### src/sv/assert_macros.svh
// ----------------------------------------------------------------------------
// assert_macros.svh
// assertion shorthands used by the bag table sequencer
// ----------------------------------------------------------------------------
`ifndef ASSERT_MACROS_SVH
`define ASSERT_MACROS_SVH

// clocked check, off while reset is low
`define MBT_ASSERT(label, prop, msg) \
    label: assert property (@(posedge clk) disable iff (!rst_n) prop) else $error(msg);

// condition that must never be seen at a clock edge
`define MBT_NEVER(label, cond, msg) \
    `MBT_ASSERT(label, !(cond), msg)

`endif

### src/sv/mbt_pkg.sv
// ----------------------------------------------------------------------------
// mbt_pkg
// shared constants, codes and types of the bag table
// ----------------------------------------------------------------------------
`default_nettype none

package mbt_pkg;

    localparam int BAG_DEPTH = 16;
    localparam int ITEM_BITS = 32;

    // stored item width: the value field is 32 bits wide
    localparam int ITEM_W = (ITEM_BITS < 32) ? ITEM_BITS : 32;
    localparam int IDX_W  = (BAG_DEPTH > 1) ? $clog2(BAG_DEPTH) : 1;
    localparam int CNT_W  = $clog2(BAG_DEPTH + 1);
    localparam int CMP_W  = (CNT_W > 5) ? CNT_W : 5;

    localparam logic [4:0] CAP_RESET = 5'd16;

    typedef enum logic [1:0] {
        OP_ADD    = 2'd0,
        OP_REMOVE = 2'd1,
        OP_CLEAR  = 2'd2,
        OP_QUERY  = 2'd3
    } op_t;

    // control that the sequencer drives into every cell
    typedef struct packed {
        logic              shift;
        logic              wr_en;
        logic [IDX_W-1:0]  wr_idx;
        logic [ITEM_W-1:0] wr_data;
    } cell_ctl_t;

endpackage

`default_nettype wire

### src/sv/mbt_cell.sv
// ----------------------------------------------------------------------------
// mbt_cell
// one storage cell of the rotating entry ring
// ----------------------------------------------------------------------------
`default_nettype none

module mbt_cell
    import mbt_pkg::*;
(
    input  wire logic              clk,
    input  wire cell_ctl_t         ctl,
    input  wire logic [IDX_W-1:0]  cell_idx,
    input  wire logic [ITEM_W-1:0] shift_in,
    output logic      [ITEM_W-1:0] q
);

    logic [ITEM_W-1:0] entry_reg;
    logic [ITEM_W-1:0] entry_next;

    always_comb
    begin
        entry_next = entry_reg;
        if (ctl.shift)
        begin
            entry_next = shift_in;
        end
        else if (ctl.wr_en && (ctl.wr_idx == cell_idx))
        begin
            entry_next = ctl.wr_data;
        end
    end

    always_ff @(posedge clk)
    begin
        entry_reg <= entry_next;
    end

    assign q = entry_reg;

endmodule

`default_nettype wire

### config.mk
export PLATFORM = sky130hd
export DESIGN_NAME = mbt_cell
export DESIGN_NICKNAME = d
export VERILOG_FILES = /design/src/sv/assert_macros.svh /design/src/sv/mbt_pkg.sv /design/src/sv/mbt_cell.sv
export SDC_FILE = /design/constraint.sdc
export NUM_CORES = 1
export LEC_CHECK = 0
export ABC_CLOCK_PERIOD_IN_PS = 2600
export BUFFER_PORTS_ARGS = -buffer_cell sky130_fd_sc_hd__buf_4
export CORE_MARGIN = 1.5
export CORE_UTILIZATION = 44
export DETAILED_ROUTE_END_ITERATION = 8
export PLACE_DENSITY = 0.85
export REMOVE_ABC_BUFFERS = 1
export SLEW_MARGIN = 20
export SYNTH_ARGS = -nofsm -noshare
export SYNTH_HDL_FRONTEND = slang
export SYNTH_SLANG_ARGS = --single-unit
### constraint.sdc
create_clock -name clk -period 2.6 [get_ports clk]
set_input_delay 0.26 -clock clk [delete_from_list [all_inputs] [get_ports clk]]
set_output_delay 0.26 -clock clk [all_outputs]
set_load 0.01 [all_outputs]
After elaboration in Yosys (flattened, before gate mapping). Index checks and enable logic that the tools add are counted.

Equal/unequal tests: 1. Mux-type cells: 2. Reductions and logical operators: 2.

Operators with widths (count): $mux 32 (2); $eq 4x4->1 (1); $reduce_bool 2->1 (1); $logic_and 1x1->1 (1).

Register bits: 32. Output and inout port bits: 32. Input port bits: 75. Word-level logic and storage cells: 6.

Logic depth before layout (Yosys ltp).
Word-level depth: 4. Mapped depth: 3. Gate-level depth less buffers: 3.

Least setup slack after synthesis. No wires, ideal clock.

Path type: input to register. Start: input port cell_idx[3]. End: register entry_reg[0], in the netlist q[0], enable pin. Required time: 2223 ps. Arrival time: 1133 ps. Path buffers: 0. Stages: 3. Library setup time: 377 ps. Slack: 1090 ps. Path through: xor2_1 > nor3_1 > a31o_2.

Longest elaborated chain between the ends: 3.

Ends and longest elaborated chain: from (decl) (RTL line mbt_cell.sv:12) `input wire logic [IDX_W-1:0] cell_idx,`; $eq 4x4->1 (RTL line mbt_cell.sv:27) `else if (ctl.wr_en && (ctl.wr_idx == cell_idx))`; $logic_and 1x1->1 (RTL line mbt_cell.sv:27); $reduce_bool 2->1 (no source line); to (signal assigned) (RTL line mbt_cell.sv:35) `entry_reg <= entry_next;`; to (decl) (RTL line mbt_cell.sv:17) `logic [ITEM_W-1:0] entry_reg;`.

No other way between the ends. A chain may end at the register's enable or synchronous reset.

Worst setup path after layout.
Start: input port cell_idx[3]. End: register entry_reg[16], in the netlist q[16], enable pin.

Same word-level chain as after synthesis.

==> impl_metrics.csv <==
group,metric,value,unit
grt,first_global_vias,1135,
sta,rsz_0062_raised_after_global_routing,"no",
synthesis,syn_inst,74,
grt,grt_util_all_layers,17.19,%
power_and_ir_drop,power_per_cell_area,491.2,nW/um^2
cells_and_area,final_layout_size_suffix_gt1_share,79.67,%
sta,final.setup.worst_slack,1.140,ns
place,numPortBuffers,106,
critical_path,end_kind,"flop",
synthesis,synth_cell_types,9,
synthesis,ys_async_sr_fraction,0,%
synthesis,yosys_warnings,0,
critical_path,critPathLaunchType,"input port",
synthesis,synth.cells.most_frequent,"32 x edfxtp_1, 29 x mux2_4, 3 x buf_12, 3 x mux2_2, 3 x xor2_1",
synthesis,ys_ff_latch,32,
worst_hold_path,min_path_cells,2,
sta,timing.final.crit_period,1.460,ns
synthesis,postSynth.topFlopCell,"edfxtp_1",
cts,post_cts_resize_count,0,
cells_and_area,number_of_nets_in_the_final_layout,259,
place,dpl_worst_slack,0.7898,ns
drt,wire_per_inst,13.83,um
drt,drc,0,
cts,quantity_of_hold_fixing_buffers_added_after_cts,0,
floorplan,die_height,62.36,um
cts,tritoncts_clock_tree,"done",
outcome,outcome,"finished, final reports clean",
cells_and_area,num_antenna_cells,0,
critical_path,critical_path_arrival,1.40,ns
sta,slew_headroom,48.30,%
synthesis,synth_seq_area_share,61.99,%
grt,grt_overflow_total,0,
drt,detailedRoute.firstIterationViolations,22,
cts,max-clock-path-buffers,2,
sta,totalNegativeSetupSlack,0,ns
critical_path,critical_path_class,"in2reg",
synthesis,synth-edff-count,32,
power_and_ir_drop,irDropWorstVdd,0.2709,mV
synthesis,synth_largest_type_area_fraction,61.99,%
cts,post-cts-setup-buffer-count,0,
synthesis,synth_most_common_cell,"edfxtp_1",
critical_path,crit_required,2.54,ns
floorplan,floorplan.die_area,3888,um^2
synthesis,synthesis.area_per_instance,20.95,um^2
drt,routed_wl,3.153,mm
drt,avgViaCountPerCell,4.618,
critical_path,crit_path_max_fanout,32,
cells_and_area,synthToLayoutAreaGrowth,53.35,%
sta,worst_pin_slew,0.7755,ns
cts,reg_clk_slew_reported_paths,0.08,ns
place,place.gp.congestion,0.7096,
floorplan,cell_rows,21,
cts,clkSinkCount,32,
synthesis,post_synth_main_area_contributors,"edfxtp_1 62%, mux2_4 28%, buf_12 3.9%",
sta,hold_viol,0,
flow_run,max-cap-violations,0,
floorplan,die_w,62.36,um
sta,finalCritPeriodShare,56.15,%
floorplan,initial_core_util,46.09,%
worst_hold_path,hold_path.startpoint,"ctl[11]",
cts,cts_made_buffers,5,
floorplan,ports,107,
critical_path,cp-startpoint,"cell_idx[3]",
drt,drt_pass1_iterations,4,
cts,cts_htree_levels,2,
worst_hold_path,hold_path.class,"in2reg",
drt,antenna_left,0,
floorplan,core-area,3363,um^2
cts,clockRootBuffer,"clkbuf_4",
sta,setup_viol_count_final,0,
grt,grt_antenna_before_repair,0,
synthesis,synth.largest_area_cell,"edfxtp_1",
sta,achievable-frequency,685.0,MHz
sta,final_max_slew_viol_count,0,
power_and_ir_drop,static_leakage,0.001120,uW
grt,grt_pass1_wl,4.981,mm
grt,grt_max_degree,33,
cells_and_area,max_ffs_per_register,32,
synthesis,synth_area,1550,um^2
drt,vias,1053,
where the power goes:
part           leakage (uW)  internal [uW]  total, uW  switching (uW)
Sequential         0.000314            632        646            13.8
Combinational      0.000783            191        293             102
Clock             0.0000230           90.2        229             139
Total               0.00112            913       1170             254
cell type report:
cell class                 count  area (um^2)
clock buffer                   5        37.54
fill                         264        985.9
multi-input combinational     38        518.0
sequential                    32        960.9
tap                           46        57.56
timing repair buffer         107        803.3
through the flow:
stage / power (uW) / utilization [%] / hold WS (ns) / instances / area, um^2
2_1_floorplan: 764.5 / - / 0.4775 / 70 / 1479
3_3_place_gp: 947.3 / 69.57 / 0.5624 / 223 / 2340
3_5_place_dp: 955.8 / 69.57 / 0.5632 / 223 / 2340
4_1_cts: 1184 / 70.68 / 0.2237 / 228 / 2377
5_1_grt: 1225 / 70.68 / 0.2097 / 228 / 2377
6_report: 1168 / 70.68 / 0.2431 / 228 / 2377
worst max-delay path, cell delays in order:
cell and delay, ns:
buf_4 0.11, xor2_1 0.15, nor3_1 0.18, a31o_2 0.69
cells in the final DEF (no fill, tap or decap):
cell type and count:
mux2_2 3, clkbuf_4 5, a31o_2 1, buf_4 107
mux2_4 29, nor3_1 1, edfxtp_1 32, xor2_1 3
xnor2_1 1
logic make-up (layout without fill, tap and decap cells):
logic type	after synthesis	in the layout	share of synthesized area (%)
AOI/OAI and AO/OA	1	1	0.5651
xor gates and xnor gates	4	4	2.260
buffers and inverters	4	112	4.601
DFF	32	32	61.99
muxes	32	32	30.27
and+or+nand+nor	1	1	0.3225
layer usage:
| layer | share of wire [%] | track usage [%] |
|---|---|---|
| met1 | 31 | 15.58 |
| met3 | 12 | 7.790 |
| met2 | 57 | 32.88 |
| met4 | 0.82 | 6.667 |
| met5 | 0 | 0 |
worst paths after layout:
path / to / slack, ns
worst max-delay path: q[16] / 1.14
worst min-delay path: q[11] / 0.24
(Power assumes the default switching activity.)
